File: src/hw/rtl/postfix_expression_evaluator_top_defines.svh
// assertion macros for the postfix evaluator rtl
`ifndef POSTFIX_EXPRESSION_EVALUATOR_TOP_DEFINES_SVH
`define POSTFIX_EXPRESSION_EVALUATOR_TOP_DEFINES_SVH

// same-cycle implication, clocked on clk, off during rst
`define PED_ASSERT_IMP(name, ante, cons, msg) \
  name: assert property (@(posedge clk) disable iff (rst) (ante) |-> (cons)) \
    else $error(msg);

// next-cycle implication, clocked on clk, off during rst
`define PED_ASSERT_NXT(name, ante, cons, msg) \
  name: assert property (@(posedge clk) disable iff (rst) (ante) |=> (cons)) \
    else $error(msg);

`endif

File: src/hw/rtl/ped_pkg.sv
// shared types and constants for the postfix evaluator
package ped_pkg;

  localparam int WORD_W = 32;
  localparam int SYM_W  = 8;
  localparam int STAT_W = 3;

  // ascii codes of interest
  localparam logic [SYM_W-1:0] CH_END    = 8'h00;
  localparam logic [SYM_W-1:0] CH_ZERO   = 8'h30;
  localparam logic [SYM_W-1:0] CH_PLUS   = 8'h2B;
  localparam logic [SYM_W-1:0] CH_MINUS  = 8'h2D;
  localparam logic [SYM_W-1:0] CH_STAR   = 8'h2A;
  localparam logic [SYM_W-1:0] CH_SLASH  = 8'h2F;
  localparam logic [SYM_W-1:0] CH_PCT    = 8'h25;
  localparam logic [SYM_W-1:0] CH_LPAREN = 8'h28;
  localparam logic [SYM_W-1:0] CH_RPAREN = 8'h29;

  // status codes
  localparam logic [STAT_W-1:0] ST_OK        = 3'd0;
  localparam logic [STAT_W-1:0] ST_UNDERFLOW = 3'd1;
  localparam logic [STAT_W-1:0] ST_DIVZERO   = 3'd2;
  localparam logic [STAT_W-1:0] ST_OVERFLOW  = 3'd3;
  localparam logic [STAT_W-1:0] ST_PAREN     = 3'd4;

  typedef struct packed {
    logic              done;
    logic [WORD_W-1:0] quotient;
    logic [WORD_W-1:0] remainder;
  } div_out_t;

endpackage

File: src/hw/rtl/ped_div.sv
// iterative signed divider, one quotient bit per cycle, truncating
module ped_div (
  input  logic                         clk,
  input  logic                         rst,
  input  logic                         start,
  input  logic [ped_pkg::WORD_W-1:0]   dividend,
  input  logic [ped_pkg::WORD_W-1:0]   divisor,
  output ped_pkg::div_out_t            div_o
);
  import ped_pkg::*;

  localparam int SW = $clog2(WORD_W);

  logic              busy;
  logic              done;
  logic [SW-1:0]     step;
  logic [WORD_W-1:0] quo;
  logic [WORD_W-1:0] rem;
  logic [WORD_W-1:0] dvs;
  logic              neg_q;
  logic              neg_r;
  logic [WORD_W:0]   shifted;
  logic [WORD_W:0]   trial;
  logic [WORD_W-1:0] abs_a;
  logic [WORD_W-1:0] abs_d;

  assign abs_a   = dividend[WORD_W-1] ? (~dividend + WORD_W'(1)) : dividend;
  assign abs_d   = divisor[WORD_W-1]  ? (~divisor + WORD_W'(1))  : divisor;
  assign shifted = {rem, quo[WORD_W-1]};
  assign trial   = shifted - {1'b0, dvs};

  always_ff @(posedge clk) begin
    if (rst) begin
      busy <= 1'b0;
      done <= 1'b0;
      step <= '0;
    end else begin
      done <= 1'b0;
      if (start) begin
        busy <= 1'b1;
        step <= '0;
      end else if (busy) begin
        step <= step + SW'(1);
        if (step == SW'(WORD_W - 1)) begin
          busy <= 1'b0;
          done <= 1'b1;
        end
      end
    end
  end

  // restoring step on magnitudes
  always_ff @(posedge clk) begin
    if (start) begin
      quo   <= abs_a;
      rem   <= '0;
      dvs   <= abs_d;
      neg_q <= dividend[WORD_W-1] ^ divisor[WORD_W-1];
      neg_r <= dividend[WORD_W-1];
    end else if (busy) begin
      quo <= {quo[WORD_W-2:0], ~trial[WORD_W]};
      rem <= trial[WORD_W] ? shifted[WORD_W-1:0] : trial[WORD_W-1:0];
    end
  end

  assign div_o.done      = done;
  assign div_o.quotient  = neg_q ? (~quo + WORD_W'(1)) : quo;
  assign div_o.remainder = neg_r ? (~rem + WORD_W'(1)) : rem;

endmodule

File: src/hw/rtl/postfix_expression_evaluator_top.sv
// postfix expression evaluator: operand stack, sequencer and output register
//
//   channel | handshake             | payload
//   --------+-----------------------+----------------------------------
//   sym     | sym_valid / sym_ready | symbol_byte[7:0]
//   res     | res_valid / res_ready | result_value[31:0], status[2:0]
//
// a digit or ignored word is handled in the idle state; + - * do two stack reads
// through the registered memory port, then the write-back
// / and % do the same reads, then run the 32-step shared divider
// an end word reads the top, then waits for the output register to free up
// sym_ready is low while an operator or end word is in flight
// reset empties the stack and clears the sticky error; stack entries are
// never cleared, only entries below the count are used
`include "postfix_expression_evaluator_top_defines.svh"
module postfix_expression_evaluator_top #(
  parameter int STACK_DEPTH = 64
) (
  input  logic                               clk,
  input  logic                               rst,
  input  logic                               sym_valid,
  output logic                               sym_ready,
  input  logic [ped_pkg::SYM_W-1:0]          symbol_byte,
  output logic                               res_valid,
  input  logic                               res_ready,
  output logic signed [ped_pkg::WORD_W-1:0]  result_value,
  output logic [ped_pkg::STAT_W-1:0]         status
);
  import ped_pkg::*;

  localparam int AW = $clog2(STACK_DEPTH);
  localparam int CW = $clog2(STACK_DEPTH + 1);

  // sequencer states
  localparam logic [2:0] S_IDLE = 3'd0;
  localparam logic [2:0] S_RD1  = 3'd1;
  localparam logic [2:0] S_RD2  = 3'd2;
  localparam logic [2:0] S_DIV  = 3'd3;
  localparam logic [2:0] S_END  = 3'd4;

  logic [2:0]        state, state_next;
  logic [CW-1:0]     count, count_next;
  logic [STAT_W-1:0] err, err_next;
  logic [STAT_W-1:0] end_st, end_st_next;
  logic [SYM_W-1:0]  op, op_next;
  logic [WORD_W-1:0] rhs, rhs_next;

  // stack memory, one write and one registered read port
  logic [WORD_W-1:0] mem [STACK_DEPTH];
  logic              we;
  logic [AW-1:0]     wa;
  logic [WORD_W-1:0] wd;
  logic              re;
  logic [AW-1:0]     ra;
  logic [WORD_W-1:0] rd_data;

  logic [CW-1:0]     cnt_m1;
  logic [CW-1:0]     cnt_m2;
  logic              is_op;
  logic              is_paren;
  logic              div_start;
  logic              out_load;
  div_out_t          div_o;

  assign cnt_m1    = count - CW'(1);
  assign cnt_m2    = count - CW'(2);
  assign sym_ready = (state == S_IDLE);

  always_comb begin
    is_op    = symbol_byte inside {CH_PLUS, CH_MINUS, CH_STAR, CH_SLASH, CH_PCT};
    is_paren = symbol_byte inside {CH_LPAREN, CH_RPAREN};
  end

  always_ff @(posedge clk) begin
    if (we) begin
      mem[wa] <= wd;
    end
    if (re) begin
      rd_data <= mem[ra];
    end
  end

  // shared divider for / and %
  ped_div u_div (
    .clk      (clk),
    .rst      (rst),
    .start    (div_start),
    .dividend (rd_data),
    .divisor  (rhs),
    .div_o    (div_o)
  );

  always_comb begin
    state_next  = state;
    count_next  = count;
    err_next    = err;
    end_st_next = end_st;
    op_next     = op;
    rhs_next    = rhs;
    we          = 1'b0;
    wa          = cnt_m2[AW-1:0];
    wd          = '0;
    re          = 1'b0;
    ra          = cnt_m1[AW-1:0];
    div_start   = 1'b0;
    out_load    = 1'b0;
    case (state)
      S_IDLE: begin
        if (sym_valid) begin
          if (symbol_byte == CH_END) begin
            // fetch the top, latch the status, clear for the next expression
            re = 1'b1;
            if (err != ST_OK) begin
              end_st_next = err;
            end else if (count == '0) begin
              end_st_next = ST_UNDERFLOW;
            end else begin
              end_st_next = ST_OK;
            end
            count_next = '0;
            err_next   = ST_OK;
            state_next = S_END;
          end else if (err != ST_OK) begin
            // sticky error: drop the word
          end else if (is_paren) begin
            err_next = ST_PAREN;
          end else if (is_op) begin
            if (count < CW'(2)) begin
              err_next = ST_UNDERFLOW;
            end else begin
              re         = 1'b1;
              op_next    = symbol_byte;
              state_next = S_RD1;
            end
          end else if (count == CW'(STACK_DEPTH)) begin
            err_next = ST_OVERFLOW;
          end else begin
            // plain push of byte minus ascii zero
            we         = 1'b1;
            wa         = count[AW-1:0];
            wd         = WORD_W'(symbol_byte) - WORD_W'(CH_ZERO);
            count_next = count + CW'(1);
          end
        end
      end
      S_RD1: begin
        // right operand arrives, fetch the left one
        rhs_next   = rd_data;
        re         = 1'b1;
        ra         = cnt_m2[AW-1:0];
        state_next = S_RD2;
      end
      S_RD2: begin
        // left operand on rd_data; result lands where the left one was
        state_next = S_IDLE;
        count_next = cnt_m1;
        case (op)
          CH_PLUS: begin
            we = 1'b1;
            wd = rd_data + rhs;
          end
          CH_MINUS: begin
            we = 1'b1;
            wd = rd_data - rhs;
          end
          CH_STAR: begin
            we = 1'b1;
            wd = rd_data * rhs;
          end
          default: begin
            count_next = cnt_m2;
            if (rhs == '0) begin
              err_next = ST_DIVZERO;
            end else begin
              div_start  = 1'b1;
              state_next = S_DIV;
            end
          end
        endcase
      end
      S_DIV: begin
        if (div_o.done) begin
          we         = 1'b1;
          wa         = count[AW-1:0];
          wd         = (op == CH_SLASH) ? div_o.quotient : div_o.remainder;
          count_next = count + CW'(1);
          state_next = S_IDLE;
        end
      end
      S_END: begin
        // wait for the output register to free up
        if (!res_valid || res_ready) begin
          out_load   = 1'b1;
          state_next = S_IDLE;
        end
      end
      default: begin
        state_next = S_IDLE;
      end
    endcase
  end

  always_ff @(posedge clk) begin
    if (rst) begin
      state <= S_IDLE;
      count <= '0;
      err   <= ST_OK;
    end else begin
      state <= state_next;
      count <= count_next;
      err   <= err_next;
    end
  end

  always_ff @(posedge clk) begin
    end_st <= end_st_next;
    op     <= op_next;
    rhs    <= rhs_next;
  end

  // output register, holds the word until taken
  always_ff @(posedge clk) begin
    if (rst) begin
      res_valid <= 1'b0;
    end else if (out_load) begin
      res_valid <= 1'b1;
    end else if (res_ready) begin
      res_valid <= 1'b0;
    end
  end

  always_ff @(posedge clk) begin
    if (out_load) begin
      result_value <= (end_st == ST_OK) ? rd_data : '0;
      status       <= end_st;
    end
  end

  `PED_ASSERT_IMP(a_count_range, 1'b1, count <= CW'(STACK_DEPTH), "stack count past depth")
  `PED_ASSERT_IMP(a_div_done_state, div_o.done, state == S_DIV, "divider done outside div")
  `PED_ASSERT_IMP(a_rd2_operands, state == S_RD2, count >= CW'(2), "operator without two operands")
  `PED_ASSERT_NXT(a_end_clears, sym_valid && sym_ready && symbol_byte == CH_END, state == S_END && count == '0 && err == ST_OK, "end word did not clear stack")

endmodule
File: config.mk
export PLATFORM = sky130hd
export DESIGN_NAME = postfix_expression_evaluator_top
export DESIGN_NICKNAME = d
export VERILOG_FILES = /design/src/hw/rtl/ped_pkg.sv /design/src/hw/rtl/ped_div.sv /design/src/hw/rtl/postfix_expression_evaluator_top.sv
export VERILOG_INCLUDE_DIRS = /design/src /design/src/hw/rtl
export SDC_FILE = /design/constraint.sdc
export NUM_CORES = 2
export LEC_CHECK = 0
export BUFFER_PORTS_ARGS = -buffer_cell sky130_fd_sc_hd__buf_2
export CAP_MARGIN = 25
export CORE_UTILIZATION = 45
export DETAILED_ROUTE_END_ITERATION = 6
export GPL_ROUTABILITY_DRIVEN = 0
export SLEW_MARGIN = 5
export SYNTH_ARGS = -nofsm -noshare
export SYNTH_HDL_FRONTEND = slang
export SYNTH_SLANG_ARGS = --single-unit
File: constraint.sdc
create_clock -name clk -period 21 [get_ports clk]
set_clock_uncertainty 0.15 [all_clocks]
set_input_delay 1.05 -clock clk [delete_from_list [all_inputs] [get_ports clk]]
set_output_delay 1.05 -clock clk [all_outputs]
set_load 0.01 [all_outputs]
==> qor.csv <==
metric;value;unit
run_status;completed;
setup_total_negative_slack;0;ns
grtUsageTotal;24.7;%
post_synth_and_or_nand_nor_area_fraction;6.29;%
placed_area;116000;µm²
synth_largest_type_area_fraction;60.4;%
antenna_violating_nets_post_route;0;
timing.rr.end;mem[45][19];
worst-r2r-cell-count;24;
placementRows;181;
numCtsBuffers;226;
timing.critical_path.arrival;9.69;ns
routedWlPerCell;29.3;µm
final_nets;7635;
crit_path_top_delay_cell;nand3_2;
syn-cell-area;111000;µm²
ir_drop;0.0728;mV
timing_max_transition_violations_final;0;
vias;61900;
yosys.area_share.xor_xnor;2.33;%
cts_tree;done;
antenna_found_initial;18;
cap_violations;0;
clkSlewWorstSetupHoldPaths;0.07;ns
max_fanout_on_critical_path;34;
initial_core_utilization;45.4;%
r2r_slack;11.70;ns
hold_path_startpoint;err[2];
whs_path_depth;0;
final-setup-viol-count;0;
yosys-mux-area-fraction;12.5;%
finalCritPeriodShare;44.3;%
post_synth_most_frequent_cells;2,224 x edfxtp_1, 544 x mux4_2, 447 x inv_1;
die-area;248000;µm²
cp_cell_sequence;buf_4 -> and2_1 -> fa_1 -> inv_1 -> fa_1 -> fa_1 -> inv_1 -> fa_1 -> ha_1 -> ha_1 -> inv_1 -> fa_1 -> inv_1 -> fa_1 -> ha_1 -> or3_1 -> o32ai_1 -> o21ai_0 -> a31o_2 -> a21o_1 -> and4b_1 -> o31ai_1 -> nand3_2 -> buf_4;
clock-sinks;2277;
cellLeakagePower;43.5;nW
final_hold_viol_count;0;
synth_fp_nets;7545;
die_h;498;µm
multi_input_gate_area;40300;µm²
power.density;88.3;nW/µm²
route.final.wire_length;305;mm
htree_levels;4;
first_global_vias;63300;
rsz0062_at_grt;no;
final-seq-area;67800;µm²
layout_stage_area_growth_over_the_synthesis_result;11.8;%
utilization;50.7;%
timing.critical_path.mode_cell;fa_1;
synth-compound-area-share;4.80;%
rr_startpoint;rhs[2];
timing.critical_path.from_type;register;
cts.repair_timing.setup_buffer_count;0;
hold_path.class;register to register;
cts-hold-fix-buffers;0;
worst_skew_pair.late_latency;0.89;ns
edff_count_synth;2224;
postSynthAreaPerCell;16.0;µm²
synth-main-ff-cell;edfxtp_1;
synth_seq_cells;2277;
grt.overflow.total;0;
path_class;register to register;
hold-path-endpoint;end_st[2];
synthAdderAreaFrac;9.71;%
drc;0;
post_route_cells_drive_above_1_share;17.8;%
post_cts_resize_count;0;
synthCells;6921;
post-synth-top-count-cell;edfxtp_1;
post-route-min-period;9.30;ns
die_x;498;µm
yosys_warnings;0;
synth_area_leaders;edfxtp_1 60%, mux4_2 11%, fa_1 7.4%;
synth_top_family_by_area;multiplexers;
timing.max_slew.rel_slack;22.2;%
grt_first_pass_wirelength;443;mm
fraction_of_registers_with_async_set_or_reset_after_synthesis;0;%
setup.worst_path.end_class;register;
layout.cell_area.non_filler;124000;µm²
initialDrtViolationCount;6045;
vias_per_cell;5.94;
worst_pin_slew;1.17;ns
detailedPlacementHpwl;185;mm
drt_pass1_iterations;5;
port-buffer-count;48;
largest_net_degree_at_the_start_of_global_routing;136;
clockRootBuffer;clkbuf_16;
achievable-frequency;0.108;GHz
worstPathRequired;21.39;ns
post_synth_num_cell_types;73;
clk_path_buf_depth;3;
fillCellCount;20100;
io_pins;49;
max_stage_delay;0.88;ns
seq_area_frac_synth;61.3;%
yosysTopAreaCell;edfxtp_1;
core;244000;µm²
==> placed cells by master, fill, tap and decap left out, types with 52 or more instances in the layout <==
cell type  instances
o21ai_0          117
nor2b_1          154
nor2_4            65
inv_1            446
fa_1             410
edfxtp_1        2224
nor2_1           161
clkbuf_16        228
xor2_1           122
dfxtp_1           52
a21oi_1          276
ha_1             202
mux4_2           544
and2_1           344
buf_4            200
mux2i_1          159
nand2_1          382
a211oi_1         173
xnor2_1          168
==> power by group <==
part / switching, mW / total [mW] / internal (mW) / leakage, nW
registers: 0.0275 / 5.04 / 5.01 / 20.9
logic: 1.05 / 1.72 / 0.666 / 18.9
clock network: 1.77 / 4.16 / 2.39 / 3.70
total: 2.85 / 10.9 / 8.07 / 43.5
==> through the flow <==
| step | hold WS (ns) | setup slack (ns) | power [mW] | cells |
|---|---|---|---|---|
| after floorplan | 0.277 | 11.27 | 6.23 | 6921 |
| after global placement | 0.303 | 11.91 | 6.83 | 9972 |
| after detailed placement | 0.307 | 11.78 | 6.85 | 9978 |
| after CTS | 0.267 | 11.77 | 11.0 | 10400 |
| after global routing | 0.285 | 11.49 | 11.3 | 10400 |
| final | 0.323 | 11.70 | 10.9 | 10400 |
==> flip-flops by register name, indices dropped and copies added (netlist names) <==
register,flops
u_div.done,1
u_div.dvs,32
status,3
u_div.neg_q,1
end_st,3
rd_data,32
rhs,32
u_div.step,5
mem,2048
err,3
u_div.neg_r,1
count,7
result_value,32
op,8
u_div.rem,32
u_div.quo,32
u_div.busy,1
state,3
res_valid,1
==> metal layers <==
metal	track usage [%]	routed length, µm
met2	41.1	150000
met4	9.57	12500
met1	33.2	125000
met3	3.06	18100
met5	0	34
==> cells by family (layout without fill, tap and decap cells) <==
group	after synthesis	in the layout
AOI/OAI and AO/OA	828	828
xor gates and xnor gates	294	294
adders and majority gates	612	612
buffers and inverters	852	1127
DFF	2277	2277
muxes	706	706
other	0	16
and+or+nand+nor	1352	1352
==> area by class of cell <==
class	instances	area share, %
repair buffers	267	1.74
diodes	16	0.0324
multi-input cells	3792	32.6
flip-flops and latches	2277	54.9
inverters	447	1.36
clock inverters	140	1.40
clock buffers	273	4.77
well taps	3202	3.24
==> worst max-delay path by stage <==
stage,from,end,slack (ns),cells past startpoint
after detailed placement,rhs[3],mem[10][19],11.78,23
after floorplan,rd_data[9],mem[0][25],11.27,25
after CTS,rhs[3],mem[47][19],11.77,23
after global routing,rhs[2],mem[45][19],11.49,24
after global placement,rhs[3],mem[13][19],11.91,23
final,rhs[2],mem[45][19],11.70,24
==> worst max-delay path, delay by kind of cell (launching register included) <==
family	cells	cell delay, ns
AOI/OAI and AO/OA	5	1.81
buffers and inverters	6	1.10
DFF	1	0.61
adders and majority gates	9	3.65
and+or+nand+nor	4	1.63
No activity file was read; power rests on OpenSTA's default activity.
